### src/rtl/morq_pkg.sv
package morq_pkg;

    localparam int COORD_BITS = 32;
    localparam int CODE_W     = 64;
    localparam int LEVEL_W    = 5;
    localparam int NBR_NUM    = 9;

    // Wide enough to hold 2^level for the largest level and any coordinate
    localparam int SIDE_W = (2 ** LEVEL_W > COORD_BITS) ? 2 ** LEVEL_W : COORD_BITS;
    localparam int CMP_W  = SIDE_W + 1;

    // Bit positions in the candidate mask, in emit order
    localparam int NBR_CENTRE = 0;
    localparam int NBR_XM_Y   = 1;
    localparam int NBR_XM_YM  = 2;
    localparam int NBR_XM_YP  = 3;
    localparam int NBR_XP_Y   = 4;
    localparam int NBR_XP_YM  = 5;
    localparam int NBR_XP_YP  = 6;
    localparam int NBR_X_YM   = 7;
    localparam int NBR_X_YP   = 8;

    typedef logic [CODE_W-1:0]     code_t;
    typedef logic [LEVEL_W-1:0]    level_t;
    typedef logic [COORD_BITS-1:0] coord_t;
    typedef logic [NBR_NUM-1:0]    nbr_mask_t;

    typedef struct packed {
        code_t     code;
        level_t    level;
        nbr_mask_t done;
    } item_t;

    typedef struct packed {
        nbr_mask_t pick;
        code_t     code;
        logic      last;
    } nbr_pick_t;

    // Gather the even bits of a Morton code into one coordinate
    function automatic coord_t compact_even(input code_t v);
        coord_t c;
        c = '0;
        for (int i = 0; i < COORD_BITS; i++)
        begin
            c[i] = v[2 * i];
        end
        return c;
    endfunction

    // Place a coordinate on the even bits of a code
    function automatic code_t spread_even(input coord_t c);
        code_t v;
        v = '0;
        for (int i = 0; i < COORD_BITS; i++)
        begin
            v[2 * i] = c[i];
        end
        return v;
    endfunction

endpackage

### src/rtl/morq_if.sv
interface morq_in_if
    import morq_pkg::*;
();
    logic   valid;
    logic   ready;
    code_t  box_code;
    level_t grid_level;

    modport source (output valid, output box_code, output grid_level, input ready);
    modport sink   (input valid, input box_code, input grid_level, output ready);
endinterface

interface morq_out_if
    import morq_pkg::*;
();
    logic  valid;
    logic  ready;
    code_t neighbour_code;
    logic  last_of_run;

    modport source (output valid, output neighbour_code, output last_of_run, input ready);
    modport sink   (input valid, input neighbour_code, input last_of_run, output ready);
endinterface

### src/rtl/morton_quadtree_neighbours_top.sv
// Each result is offered from the output register, loaded from the held item.
// Throughput: one result per cycle while nbr_out.ready does not stall the
// output; an item giving 1 to 9 results holds the item register until its last
// result moves into the output register; the next item is taken in that cycle.
// Reset: rst_n asynchronous, active low; clears the item and output valid flags.
module morton_quadtree_neighbours_top
    import morq_pkg::*;
(
    input  logic       clk,
    input  logic       rst_n,
    morq_in_if.sink    box_in,
    morq_out_if.source nbr_out
);

    item_t     item;
    logic      item_valid;
    nbr_pick_t pick;
    logic      can_load;
    logic      issue;

    assign issue = item_valid && can_load;

    morq_slot u_slot (
        .clk        (clk),
        .rst_n      (rst_n),
        .box_in     (box_in),
        .issue      (issue),
        .issue_pick (pick),
        .item       (item),
        .item_valid (item_valid)
    );

    morq_nbr_calc u_calc (
        .item (item),
        .pick (pick)
    );

    morq_out_reg u_out (
        .clk      (clk),
        .rst_n    (rst_n),
        .load_req (item_valid),
        .pick     (pick),
        .can_load (can_load),
        .nbr_out  (nbr_out)
    );

endmodule

### src/rtl/morq_nbr_calc.sv
module morq_nbr_calc
    import morq_pkg::*;
(
    input  item_t     item,
    output nbr_pick_t pick
);

    coord_t    x;
    coord_t    y;
    logic [CMP_W-1:0] top;
    logic      x_lo;
    logic      x_hi;
    logic      y_lo;
    logic      y_hi;
    nbr_mask_t avail;
    nbr_mask_t pending;
    nbr_mask_t oh;
    logic      minus_x;
    logic      plus_x;
    logic      minus_y;
    logic      plus_y;
    coord_t    xs;
    coord_t    ys;

    always_comb
    begin
        x    = compact_even(item.code);
        y    = compact_even(item.code >> 1);
        top  = (CMP_W'(1) << item.level) - CMP_W'(1);
        x_lo = (x != '0);
        y_lo = (y != '0);
        x_hi = (CMP_W'(x) < top);
        y_hi = (CMP_W'(y) < top);

        avail             = '0;
        avail[NBR_CENTRE] = 1'b1;
        avail[NBR_XM_Y]   = x_lo;
        avail[NBR_XM_YM]  = x_lo & y_lo;
        avail[NBR_XM_YP]  = x_lo & y_hi;
        avail[NBR_XP_Y]   = x_hi;
        avail[NBR_XP_YM]  = x_hi & y_lo;
        avail[NBR_XP_YP]  = x_hi & y_hi;
        avail[NBR_X_YM]   = y_lo;
        avail[NBR_X_YP]   = y_hi;

        // Take the lowest candidate not yet sent
        pending = avail & ~item.done;
        oh      = pending & (~pending + NBR_NUM'(1));

        minus_x = oh[NBR_XM_Y] | oh[NBR_XM_YM] | oh[NBR_XM_YP];
        plus_x  = oh[NBR_XP_Y] | oh[NBR_XP_YM] | oh[NBR_XP_YP];
        minus_y = oh[NBR_XM_YM] | oh[NBR_XP_YM] | oh[NBR_X_YM];
        plus_y  = oh[NBR_XM_YP] | oh[NBR_XP_YP] | oh[NBR_X_YP];

        xs = minus_x ? (x - COORD_BITS'(1)) : (plus_x ? (x + COORD_BITS'(1)) : x);
        ys = minus_y ? (y - COORD_BITS'(1)) : (plus_y ? (y + COORD_BITS'(1)) : y);

        pick.pick = oh;
        pick.code = oh[NBR_CENTRE] ? item.code : (spread_even(xs) | (spread_even(ys) << 1));
        pick.last = ((pending & ~oh) == '0);
    end

endmodule

### src/rtl/morq_slot.sv
module morq_slot
    import morq_pkg::*;
(
    input  logic      clk,
    input  logic      rst_n,
    morq_in_if.sink   box_in,
    input  logic      issue,
    input  nbr_pick_t issue_pick,
    output item_t     item,
    output logic      item_valid
);

    logic      valid_reg;
    logic      valid_next;
    nbr_mask_t done_reg;
    nbr_mask_t done_next;
    code_t     code_reg;
    level_t    level_reg;
    logic      accept;
    logic      retire;

    assign retire       = issue && issue_pick.last;
    assign box_in.ready = !valid_reg || retire;
    assign accept       = box_in.valid && box_in.ready;

    always_comb
    begin
        valid_next = valid_reg;
        done_next  = done_reg;
        if (accept)
        begin
            valid_next = 1'b1;
            done_next  = '0;
        end
        else if (retire)
        begin
            valid_next = 1'b0;
        end
        else if (issue)
        begin
            done_next = done_reg | issue_pick.pick;
        end
    end

    always_ff @(posedge clk or negedge rst_n)
    begin
        if (!rst_n)
        begin
            valid_reg <= 1'b0;
            done_reg  <= '0;
        end
        else
        begin
            valid_reg <= valid_next;
            done_reg  <= done_next;
        end
    end

    // Hold the item while its results go out
    always_ff @(posedge clk)
    begin
        if (accept)
        begin
            code_reg  <= box_in.box_code;
            level_reg <= box_in.grid_level;
        end
    end

    assign item.code  = code_reg;
    assign item.level = level_reg;
    assign item.done  = done_reg;
    assign item_valid = valid_reg;

    a_pick_onehot: assert property (@(posedge clk) disable iff (!rst_n)
        valid_reg |-> $onehot(issue_pick.pick))
        else $error("no single candidate picked for a held item");

    a_centre_first: assert property (@(posedge clk) disable iff (!rst_n)
        (valid_reg && done_reg != '0) |-> done_reg[NBR_CENTRE])
        else $error("neighbour sent before the centre code");

    a_hold_until_last: assert property (@(posedge clk) disable iff (!rst_n)
        (issue && !issue_pick.last) |=> (valid_reg && done_reg != '0))
        else $error("item dropped before its last result");

endmodule

### src/rtl/morq_out_reg.sv
module morq_out_reg
    import morq_pkg::*;
(
    input  logic      clk,
    input  logic      rst_n,
    input  logic      load_req,
    input  nbr_pick_t pick,
    output logic      can_load,
    morq_out_if.source nbr_out
);

    logic  valid_reg;
    logic  valid_next;
    code_t code_reg;
    logic  last_reg;
    logic  load;

    assign can_load = !valid_reg || nbr_out.ready;
    assign load     = load_req && can_load;

    always_comb
    begin
        valid_next = valid_reg;
        if (load)
        begin
            valid_next = 1'b1;
        end
        else if (nbr_out.ready)
        begin
            valid_next = 1'b0;
        end
    end

    always_ff @(posedge clk or negedge rst_n)
    begin
        if (!rst_n)
        begin
            valid_reg <= 1'b0;
        end
        else
        begin
            valid_reg <= valid_next;
        end
    end

    always_ff @(posedge clk)
    begin
        if (load)
        begin
            code_reg <= pick.code;
            last_reg <= pick.last;
        end
    end

    assign nbr_out.valid          = valid_reg;
    assign nbr_out.neighbour_code = code_reg;
    assign nbr_out.last_of_run    = last_reg;

endmodule

### src/flat_wrapper.sv
// flat-port wrapper written by rule: the top's interface ports become plain ports
module morton_quadtree_neighbours_top_flat import morq_pkg::*;
  (clk, rst_n, box_in_valid, box_in_box_code, box_in_grid_level, box_in_ready, nbr_out_valid, nbr_out_neighbour_code, nbr_out_last_of_run, nbr_out_ready);
  morq_in_if box_in_i ();
  morq_out_if nbr_out_i ();
  input  logic clk;
  input  logic rst_n;
  input wire logic [$bits(box_in_i.valid)-1:0] box_in_valid;
  input wire logic [$bits(box_in_i.box_code)-1:0] box_in_box_code;
  input wire logic [$bits(box_in_i.grid_level)-1:0] box_in_grid_level;
  output wire logic [$bits(box_in_i.ready)-1:0] box_in_ready;
  output wire logic [$bits(nbr_out_i.valid)-1:0] nbr_out_valid;
  output wire logic [$bits(nbr_out_i.neighbour_code)-1:0] nbr_out_neighbour_code;
  output wire logic [$bits(nbr_out_i.last_of_run)-1:0] nbr_out_last_of_run;
  input wire logic [$bits(nbr_out_i.ready)-1:0] nbr_out_ready;
  assign box_in_i.valid = box_in_valid;
  assign box_in_i.box_code = box_in_box_code;
  assign box_in_i.grid_level = box_in_grid_level;
  assign box_in_ready = box_in_i.ready;
  assign nbr_out_valid = nbr_out_i.valid;
  assign nbr_out_neighbour_code = nbr_out_i.neighbour_code;
  assign nbr_out_last_of_run = nbr_out_i.last_of_run;
  assign nbr_out_i.ready = nbr_out_ready;
  morton_quadtree_neighbours_top u_core (.clk(clk), .rst_n(rst_n), .box_in(box_in_i), .nbr_out(nbr_out_i));
endmodule
### config.mk
export PLATFORM = sky130hd
export DESIGN_NAME = morton_quadtree_neighbours_top_flat
export DESIGN_NICKNAME = d
export VERILOG_FILES = /design/src/rtl/morq_pkg.sv /design/src/rtl/morq_if.sv /design/src/rtl/morton_quadtree_neighbours_top.sv /design/src/rtl/morq_nbr_calc.sv /design/src/rtl/morq_slot.sv /design/src/rtl/morq_out_reg.sv /design/src/flat_wrapper.sv
export SDC_FILE = /design/constraint.sdc
export NUM_CORES = 1
export LEC_CHECK = 0
export ABC_AREA = 1
export ABC_CLOCK_PERIOD_IN_PS = 12800
export BUFFER_PORTS_ARGS = -buffer_cell sky130_fd_sc_hd__buf_2
export CAP_MARGIN = 20
export CORE_ASPECT_RATIO = 1.2
export CORE_MARGIN = 5
export CORE_UTILIZATION = 55
export DETAILED_ROUTE_END_ITERATION = 16
export PLACE_DENSITY = 0.76
export SYNTH_ARGS = -nofsm -noshare
export SYNTH_HDL_FRONTEND = slang
export SYNTH_SLANG_ARGS = --single-unit
### constraint.sdc
create_clock -name clk -period 12.8 [get_ports clk]
set_clock_uncertainty 0.1 [all_clocks]
set_input_delay 0.64 -clock clk [delete_from_list [all_inputs] [get_ports clk]]
set_output_delay 0.64 -clock clk [all_outputs]
set_load 0.01 [all_outputs]
==> qor.tcl, run 1 <==
set qor(run_status) {finished clean}
set qor(max_cap_violations) 0
set qor(power_leakage_nw) 5.70
set qor(tritoncts) {yes}
set qor(fin_crit_sh_pct) 50.4
set qor(worstMarginPinSlew_ps) 1010
set qor(filler_cell_count) 1821
set qor(syn_inst) 1498
set qor(drt_pass1_iterations) 5
set qor(final.setup.tns_ps) 0
set qor(drc) 0
set qor(cts.repair_timing.setup_buffer_count) 0
set qor(critical_path.endpoint_type) {register}
set qor(met2WireLength_um) 18100
set qor(maxSlewViolCount) 0
set qor(post-place-ws_ps) 6380
set qor(synthArstFlopShare_pct) 7.59
set qor(grt_setup_unrepaired) {false}
set qor(rows) 57
set qor(die_width_um) 142
set qor(achievable-frequency_mhz) 155
set qor(final_period_minus_worst_setup_slack_ps) 6450
set qor(cts_max_path_buffers) 2
set qor(peakVddDrop_mv) 0.145
set qor(vias) 10800
set qor(placeableCoreArea_sq_um) 20300
set qor(clockRootBuffer) {sky130_fd_sc_hd__clkbuf_16}
set qor(critPathMostFrequentCell) {sky130_fd_sc_hd__nand2_1}
set qor(synth_ff_type) {sky130_fd_sc_hd__edfxtp_1}
set qor(cpPeakStageDelay_ps) 840
set qor(start_util_pct) 56.2
set qor(pin_count_of_the_biggest_net_entering_global_routing) 73
set qor(dpl.hpwl_um) 27200
set qor(insertion_delay_ps) 440
set qor(antenna_found_initial) 0
set qor(wl_met3_um) 1960
set qor(critPathArrivalTime_ps) 6520
set qor(drt_iter0_markers) 860
set qor(setup_viol) 0
set qor(layout_setup_ws_ps) 6350
set qor(grt_pass1_wl_um) 55700
set qor(die_h_um) 168
set qor(port-buffer-count) 139
set qor(synth_area_per_inst_sq_um) 7.63
set qor(crit_slowest_cell) {sky130_fd_sc_hd__inv_1}
set qor(drt-total-wl_um) 35500
set qor(synth_enable_flop_cells) 134
set qor(fp.dieArea_sq_um) 23800
set qor(hold_path_class) {input pin to register}
set qor(synth.distinct_cells) 43
set qor(clock_sinks) 145
set qor(cts_buffers) 17
set qor(layout_commonest_cell) {sky130_fd_sc_hd__nand2_1}
set qor(crit_type) {register to register}
set qor(path_clk_slew_ps) 70
set qor(final_layout_size_suffix_gt1_share_pct) 13.8
set qor(m1WireLength_um) 13400
set qor(io_pins) 140
set qor(worst-endpoint-required_ps) 12880
set qor(yosys_warnings) 0
set qor(synth_sequential_area_ratio_pct) 37.6
set qor(area_growth_pct) 12.2
set qor(viasPerCell) 5.71
set qor(global_route.overflow_total) 0
set qor(placed_area_sq_um) 12200
set qor(cp-start-kind) {register}
set qor(final_hold_violation_count) 0
set qor(nNetsFinal) 1745
set qor(synth-seq-cells) 145
set qor(post_synth_instance_area_sq_um) 11400
set qor(drt.antenna.violating_nets) 0
set qor(h_tree_depth) 4
set qor(path_max_fanout) 34
set qor(slew_headroom_pct) 32.8
set qor(critical_path.n_buffers_inverters) 3
set qor(final_area_sq_um) 12800
set qor(number_of_global_route_vias_before_repair) 10700
set qor(grtUsageTotal_pct) 29.9
set qor(worst_hold_slack_ps) 268
set qor(drt-wirelength-per-cell_um) 18.8
set qor(power_per_cell_area_nw_per_um2) 216
set qor(gpl.final_weighted_congestion) 1.01
set qor(report.power.total_w) 0.00277
set qor(n_antenna_cell) 0
set qor(timing.critical_path.max_delay_family) {simple AND/OR/NAND/NOR gates}
set qor(final_cell_mix) {sky130_fd_sc_hd__nand2_1, sky130_fd_sc_hd__nor2_1, sky130_fd_sc_hd__buf_2}
set qor(top_signal_layer_used) {met4}
==> routing by layer <==
metal	global-route usage [%]	vias up
met5	0	-
met4	16.9	0
met3	3.83	136
met2	54.0	480
met1	33.6	4919
li1	-	5220
==> path summary, 6_finish.rpt <==
path / slack (ps) / depth (start not counted) / start / end
setup / recovery: 6350 / 27 / u_core.u_slot.level_reg[4]$_DFFE_PN_ / u_core.u_out.nbr_out.neighbour_code[54]$_DFFE_PP_
hold / removal: 270 / 1 / box_in_box_code[60] / u_core.u_slot.code_reg[60]$_DFFE_PN_
setup reg to reg: 6350 / 27 / u_core.u_slot.level_reg[4]$_DFFE_PN_ / u_core.u_out.nbr_out.neighbour_code[54]$_DFFE_PP_
hold reg to reg: 410 / 2 / u_core.u_out.nbr_out.valid$_DFFE_PN0P_ / u_core.u_out.nbr_out.valid$_DFFE_PN0P_
max in group asynchronous: 11870 / 2 / rst_n / u_core.u_slot.done_reg[8]$_DFFE_PN0P_
min in group asynchronous: 510 / 2 / rst_n / u_core.u_slot.done_reg[7]$_DFFE_PN0P_
==> Yosys cell counts (10+ instances only) <==
| cell type | instances | area (sq um) |
|---|---|---|
| sky130_fd_sc_hd__dfrtp_1 | 11 | 275 |
| sky130_fd_sc_hd__nor2_1 | 169 | 634 |
| sky130_fd_sc_hd__nand3_1 | 70 | 350 |
| sky130_fd_sc_hd__o21ai_0 | 63 | 315 |
| sky130_fd_sc_hd__nand2_1 | 416 | 1560 |
| sky130_fd_sc_hd__inv_2 | 10 | 37.5 |
| sky130_fd_sc_hd__buf_2 | 20 | 100 |
| sky130_fd_sc_hd__a21oi_1 | 29 | 145 |
| sky130_fd_sc_hd__nand4_1 | 57 | 357 |
| sky130_fd_sc_hd__edfxtp_1 | 134 | 4020 |
| sky130_fd_sc_hd__nor3_1 | 55 | 275 |
| sky130_fd_sc_hd__inv_1 | 135 | 507 |
| sky130_fd_sc_hd__xnor2_1 | 25 | 219 |
| sky130_fd_sc_hd__ha_1 | 65 | 813 |
| sky130_fd_sc_hd__o21ai_1 | 23 | 115 |
| sky130_fd_sc_hd__xor2_1 | 95 | 832 |
| sky130_fd_sc_hd__nor4_1 | 21 | 131 |
| sky130_fd_sc_hd__clkbuf_1 | 24 | 90.1 |
==> worst register-to-register path: cells and delay by family (launching register included) <==
family | cells | cell delay [ps]
AOI/OAI and AO/OA | 7 | 1110
xor gates and xnor gates | 1 | 230
and+or+nand+nor | 14 | 2290
adders and majority gates | 2 | 510
buffers and inverters | 3 | 1250
DFF | 1 | 700
==> timing repair <==
item | 4_1_cts | 5_1_grt
hold buffers | 1 | 0
setup endpoints to repair | 0 | 0
endpoints found under the hold margin | 11 | 0
resized for setup | 0 | 0
==> power breakdown <==
group | internal (W) | switching [W] | total [W]
clock network | 0.000314 | 0.000213 | 0.000527
registers | 0.000774 | 0.000125 | 0.000899
logic | 0.000436 | 0.000908 | 0.00134
==> layout make-up <==
cell class / instances / area [sq um] / area share [%]
Sequential cell: 145 / 4300 / 33.5
Multi-Input combinational cell: 1152 / 6300 / 49.1
Inverter: 147 / 552 / 4.30
Timing Repair Buffer: 144 / 736 / 5.74
Clock inverter: 11 / 154 / 1.20
Tap cell: 265 / 332 / 2.59
Clock buffer: 21 / 450 / 3.51
==> metrics by stage <==
step	std cells	utilization, %
after global routing	1885	63.1
after floorplan	1499	-
final	1885	63.1
after CTS	1885	63.1
after global placement	1852	60.1
after detailed placement	1852	60.1
==> logic make-up (layout without fill, tap and decap cells) <==
group | count (synthesis) | count (layout) | synth area share, %
AOI/OAI and AO/OA | 133 | 133 | 6.32
xor gates and xnor gates | 120 | 120 | 9.20
adders and majority gates | 65 | 65 | 7.12
buffers and inverters | 202 | 323 | 7.38
DFF | 145 | 145 | 37.6
other | 1 | 2 | 0.0328
and+or+nand+nor | 832 | 832 | 32.3
No activity file was read; power rests on OpenSTA's default activity.
==> run 2: changes to the inputs <==
--- a/config.mk
+++ b/config.mk
@@ -6,14 +6,14 @@
 export NUM_CORES = 1
 export LEC_CHECK = 0
 export ABC_AREA = 1
-export ABC_CLOCK_PERIOD_IN_PS = 12800
+export ABC_CLOCK_PERIOD_IN_PS = 5900
 export BUFFER_PORTS_ARGS = -buffer_cell sky130_fd_sc_hd__buf_2
 export CAP_MARGIN = 20
 export CORE_ASPECT_RATIO = 1.2
 export CORE_MARGIN = 5
-export CORE_UTILIZATION = 55
+export CORE_UTILIZATION = 54
 export DETAILED_ROUTE_END_ITERATION = 16
-export PLACE_DENSITY = 0.76
+export PLACE_DENSITY = 0.78
 export SYNTH_ARGS = -nofsm -noshare
 export SYNTH_HDL_FRONTEND = slang
 export SYNTH_SLANG_ARGS = --single-unit
==> constraint.sdc (replaced) <==
create_clock -name clk -period 5.9 [get_ports clk]
set_clock_uncertainty 0.1 [all_clocks]
set_input_delay 0.295 -clock clk [delete_from_list [all_inputs] [get_ports clk]]
set_output_delay 0.295 -clock clk [all_outputs]
set_load 0.01 [all_outputs]
==> qor.tcl, run 2 (synthesized netlist as in run 1, its figures left out) <==
set qor(power_leakage_nw) 6.03
set qor(internal_power_w) 0.00334
set qor(rows) 58
set qor(cpPeakStageDelay_ps) 540
set qor(pin_count_of_the_biggest_net_entering_global_routing) 73
set qor(vias) 11200
set qor(hold_path_class) {input pin to register}
set qor(p_switching_w) 0.00276
set qor(port-buffer-count) 139
set qor(placeableCoreArea_sq_um) 20900
set qor(global_route.overflow_total) 0
set qor(number_of_global_route_vias_before_repair) 11300
set qor(insertion_delay_ps) 440
set qor(final.setup.tns_ps) 0
set qor(switching_share_pct) 45.3
set qor(gpl.final_weighted_congestion) 1.03
set qor(grt_setup_unrepaired) {false}
set qor(maxSlewViolCount) 0
set qor(fin_crit_sh_pct) 91.0
set qor(crit_type) {register to primary output}
set qor(h_tree_depth) 4
set qor(drt_pass1_iterations) 7
set qor(crit_slowest_cell) {sky130_fd_sc_hd__edfxtp_1}
set qor(worstSetupPathDepth) 34
set qor(drt.antenna.violating_nets) 0
set qor(start_util_pct) 54.7
set qor(cts_buffers) 17
set qor(cp-start-kind) {register}
set qor(power.sequential.fraction_pct) 32.0
set qor(clockRootBuffer) {sky130_fd_sc_hd__clkbuf_16}
set qor(die_h_um) 169
set qor(worstMarginPinSlew_ps) 981
set qor(regToRegSetupSlack_ps) 630
set qor(slew_headroom_pct) 34.6
set qor(power_per_cell_area_nw_per_um2) 448
set qor(drt-wirelength-per-cell_um) 18.5
set qor(grtUsageTotal_pct) 30.2
set qor(die_width_um) 143
set qor(layout_setup_ws_ps) 532
set qor(run_status) {finished clean}
set qor(setup_crit_end) {box_in_ready}
set qor(tritoncts) {yes}
set qor(cts_max_path_buffers) 2
set qor(final_period_minus_worst_setup_slack_ps) 5370
set qor(grt_pass1_wl_um) 57200
set qor(final_hold_violation_count) 0
set qor(r2r_start) {u_core.u_slot.level_reg[1]$_DFFE_PN_}
set qor(nNetsFinal) 1824
set qor(worst-r2r-cell-count) 34
set qor(antenna_found_initial) 0
set qor(critical_path.n_buffers_inverters) 1
set qor(critical_path.endpoint_type) {primary output}
set qor(drt-total-wl_um) 36400
set qor(post-place-ws_ps) 474
set qor(final_layout_size_suffix_gt1_share_pct) 13.8
set qor(setup_viol) 0
set qor(pwr-share-clk_pct) 18.2
set qor(final_cell_mix) {sky130_fd_sc_hd__nand2_1, sky130_fd_sc_hd__nor2_1, sky130_fd_sc_hd__buf_2}
set qor(timing.critical_path.max_delay_family) {simple AND/OR/NAND/NOR gates}
set qor(critPathMostFrequentCell) {sky130_fd_sc_hd__nand2_1}
set qor(reg2reg_to) {u_core.u_slot.code_reg[31]$_DFFE_PN_}
set qor(path_clk_slew_ps) 70
set qor(max_cap_violations) 0
set qor(io_pins) 140
set qor(n_antenna_cell) 0
set qor(achievable-frequency_mhz) 186
set qor(critPathArrivalTime_ps) 4970
set qor(crit_start) {u_core.u_slot.level_reg[1]$_DFFE_PN_}
set qor(layout_commonest_cell) {sky130_fd_sc_hd__nand2_1}
set qor(worst-endpoint-required_ps) 5510
set qor(cts.repair_timing.setup_buffer_count) 0
set qor(fp.dieArea_sq_um) 24200
set qor(share_comb_of_total_power_pct) 49.8
set qor(drc) 0
set qor(peakVddDrop_mv) 0.259
set qor(area_growth_pct) 19.1
set qor(viasPerCell) 5.71
set qor(dpl.hpwl_um) 26700
set qor(clock_sinks) 145
set qor(path_max_fanout) 9
set qor(drt_iter0_markers) 1065
==> run 2: changes by cell type in the layout (fill, tap and decap cells not counted), sizes merged <==
cell | previous run | this run
buf | 143 | 153
bufinv | 3 | 2
clkbuf | 21 | 19
clkinv | 4 | 3
clkinvlp | 2 | 4
dlygate4sd3 | 1 | 70
inv | 149 | 151
==> run 2: cell type report <==
type / instances / area, sq um
flip-flops and latches: 145 / 4300
repair buffers: 223 / 1530
fillers: 1788 / 7290
clock inverters: 13 / 154
well taps: 270 / 338
inverters: 147 / 552
clock buffers: 19 / 433
multi-input cells: 1152 / 6310
==> run 2: worst min-delay path by stage <==
| stage | start | end | slack, ps | depth (start not counted) |
|---|---|---|---|---|
| 2_1_floorplan | rst_n | u_core.u_out.nbr_out.valid$_DFFE_PN0P_ | -100 | 0 |
| 3_3_place_gp | rst_n | u_core.u_slot.done_reg[8]$_DFFE_PN0P_ | 80 | 1 |
| 3_5_place_dp | rst_n | u_core.u_slot.done_reg[8]$_DFFE_PN0P_ | 90 | 1 |
| 4_1_cts | nbr_out_ready | u_core.u_out.nbr_out.valid$_DFFE_PN0P_ | 5 | 4 |
| 5_1_grt | box_in_valid | u_core.u_slot.item_valid$_DFFE_PN0P_ | 30 | 3 |
| 6_report | nbr_out_ready | u_core.u_out.nbr_out.valid$_DFFE_PN0P_ | 10 | 4 |
==> run 2: stage by stage <==
stage	cells	total power (W)	instance area, sq um	utilization, %	hold slack, ps
after CTS	1969	0.00607	13600	65.1	5.39
after global routing	1969	0.00654	13600	65.1	30.5
final	1969	0.00610	13600	65.1	11.7
after global placement	1867	0.00482	12300	58.9	81.1
after detailed placement	1867	0.00491	12300	58.9	92.5
after floorplan	1499	0.00404	11400	-	-101
==> run 2: repair_timing <==
item / 4_1_cts / 5_1_grt
hold buffers: 70 / 0
hold endpoints to repair: 80 / 0
gates resized for setup: 0 / 3
endpoints found under the setup margin: 0 / 39
==> run 2: worst reg2reg max path: cells and delay by family (launching register included) <==
family / cells / cell delay, ps
compound gates: 2 / 310
flops: 1 / 540
buf+inv: 1 / 290
xor+xnor: 1 / 160
fa+ha+maj: 2 / 610
simple gates: 28 / 2870
==> run 2: power by group through the flow <==
stage | clock network (W) | registers [W] | logic [W]
2_1_floorplan | 0 | 0.00197 | 0.00207
3_3_place_gp | 0 | 0.00196 | 0.00287
3_5_place_dp | 0 | 0.00196 | 0.00295
4_1_cts | 0.00111 | 0.00194 | 0.00301
5_1_grt | 0.00116 | 0.00198 | 0.00340
6_report | 0.00111 | 0.00195 | 0.00304
==> run 2: layer usage <==
metal  share of wire [%]  wire (um)  track usage (%)
met5                   0          0                0
met4                 6.1       2230             17.7
met3                 7.2       2620             4.90
met2                  50      18200             53.2
met1                  37      13400             34.1
==> run 3: changes to the inputs <==
--- a/config.mk
+++ b/config.mk
@@ -12,6 +12,7 @@
 export CORE_ASPECT_RATIO = 1.2
 export CORE_MARGIN = 5
 export CORE_UTILIZATION = 54
+export CTS_BUF_LIST = sky130_fd_sc_hd__clkbuf_8 sky130_fd_sc_hd__clkbuf_16
 export DETAILED_ROUTE_END_ITERATION = 16
 export PLACE_DENSITY = 0.78
 export SYNTH_ARGS = -nofsm -noshare
==> qor.tcl, run 3 (synthesized netlist as in run 1, its figures left out) <==
set qor(final_hold_violation_count) 0
set qor(slew_headroom_pct) 35.3
set qor(finish.utilization_pct) 65.1
set qor(die_width_um) 143
set qor(tritoncts) {yes}
set qor(layout_commonest_cell) {sky130_fd_sc_hd__nand2_1}
set qor(final.setup.tns_ps) 0
set qor(rows) 58
set qor(sequential_cell_area_in_the_final_layout_sq_um) 4300
set qor(critPathMostFrequentCell) {sky130_fd_sc_hd__nand2_1}
set qor(achievable-frequency_mhz) 186
set qor(drt_iter0_markers) 1048
set qor(peakVddDrop_mv) 0.259
set qor(nNetsFinal) 1824
set qor(path_clk_slew_ps) 70
set qor(start_util_pct) 54.7
set qor(viasPerCell) 5.74
set qor(crit_type) {register to primary output}
set qor(maxSlewViolCount) 0
set qor(port-buffer-count) 139
set qor(drt.antenna.violating_nets) 0
set qor(pin_count_of_the_biggest_net_entering_global_routing) 73
set qor(cts_buffers) 17
set qor(area_growth_pct) 19.1
set qor(final_period_minus_worst_setup_slack_ps) 5370
set qor(critical_path.endpoint_type) {primary output}
set qor(drt-total-wl_um) 36500
set qor(cts_max_path_buffers) 2
set qor(multi_input_gate_area_sq_um) 6310
set qor(power_per_cell_area_nw_per_um2) 448
set qor(fp.dieArea_sq_um) 24200
set qor(path_max_fanout) 9
set qor(die_h_um) 169
set qor(worstMarginPinSlew_ps) 970
set qor(number_of_global_route_vias_before_repair) 11300
set qor(fin_crit_sh_pct) 91.0
set qor(cts.repair_timing.setup_buffer_count) 0
set qor(worst-endpoint-required_ps) 5510
set qor(run_status) {finished clean}
set qor(critPathArrivalTime_ps) 4970
set qor(clockRootBuffer) {sky130_fd_sc_hd__clkbuf_16}
set qor(grtUsageTotal_pct) 30.2
set qor(grt_setup_unrepaired) {false}
set qor(cpPeakStageDelay_ps) 550
set qor(report.power.total_w) 0.00610
set qor(grt_pass1_wl_um) 57200
set qor(dpl.hpwl_um) 26700
set qor(placeableCoreArea_sq_um) 20900
set qor(final_cell_mix) {sky130_fd_sc_hd__nand2_1, sky130_fd_sc_hd__nor2_1, sky130_fd_sc_hd__buf_2}
set qor(max_cap_violations) 0
set qor(gpl.final_weighted_congestion) 1.03
set qor(drt_pass1_iterations) 6
set qor(hold_path_class) {input pin to register}
set qor(insertion_delay_ps) 440
set qor(cp-start-kind) {register}
set qor(power_leakage_nw) 6.04
set qor(io_pins) 140
set qor(setup_viol) 0
set qor(drc) 0
set qor(antenna_found_initial) 0
set qor(h_tree_depth) 4
set qor(global_route.overflow_total) 0
set qor(n_antenna_cell) 0
set qor(vias) 11300
set qor(crit_slowest_cell) {sky130_fd_sc_hd__edfxtp_1}
set qor(final_layout_size_suffix_gt1_share_pct) 13.8
set qor(filler_cell_count) 1788
set qor(clock_sinks) 145
set qor(drt-wirelength-per-cell_um) 18.5
==> run 3: worst max-delay path, delay by kind of cell, from the launching register on <==
kind / cells / cell delay (ps)
and+or+nand+nor: 19 / 2330
AOI/OAI and AO/OA: 5 / 740
DFF: 1 / 550
adders and majority gates: 2 / 500
xor gates and xnor gates: 1 / 230
buffers and inverters: 1 / 140
==> run 3: path summary, 6_finish.rpt <==
kind	start	end	slack (ps)	depth (start not counted)
worst max-delay path	u_core.u_slot.level_reg[1]$_DFFE_PN_	box_in_ready	530	28
worst min-delay path	nbr_out_ready	u_core.u_out.nbr_out.valid$_DFFE_PN0P_	9	4
worst max register to register	u_core.u_slot.level_reg[1]$_DFFE_PN_	u_core.u_out.nbr_out.neighbour_code[3]$_DFFE_PP_	630	27
worst min register to register	u_core.u_slot.done_reg[8]$_DFFE_PN0P_	u_core.u_slot.done_reg[8]$_DFFE_PN0P_	400	2
max in group asynchronous	rst_n	u_core.u_slot.done_reg[3]$_DFFE_PN0P_	5310	2
min in group asynchronous	rst_n	u_core.u_slot.done_reg[8]$_DFFE_PN0P_	170	2
==> run 3: final cells by class <==
type                    instances  share of cell area, %
clock inverters                15                   1.19
clock buffers                  17                   3.13
flip-flops and latches        145                   31.6
well taps                     270                   2.48
multi-input cells            1152                   46.3
inverters                     147                   4.05
repair buffers                223                   11.2
==> run 3: metal layers <==
layer / routed length, um / GRT usage [%]
met5: 0 / 0
met4: 2190 / 17.7
met3: 2810 / 4.90
met1: 13300 / 34.1
met2: 18200 / 53.2
==> run 3: through the flow <==
| stage | cell area (sq um) | setup WS (ps) | instances | hold WS [ps] |
|---|---|---|---|---|
| 3_3_place_gp | 12300 | 740 | 1867 | 81.1 |
| 2_1_floorplan | 11400 | 292 | 1499 | -101 |
| 3_5_place_dp | 12300 | 474 | 1867 | 92.5 |
| 4_1_cts | 13600 | 343 | 1969 | 5.39 |
| 6_report | 13600 | 532 | 1969 | 9.04 |
| 5_1_grt | 13600 | 136 | 1969 | 30.5 |
==> run 3: what timing repair did <==
item | CTS | global route
resized for setup | 0 | 3
hold buffers | 70 | 0
hold endpoints to repair | 80 | 0
endpoints found under the setup margin | 0 | 39
==> run 3: report_power, final <==
group / internal [W] / switching (W)
logic: 0.00103 / 0.00201
registers: 0.00168 / 0.000274
clock network: 0.000629 / 0.000480
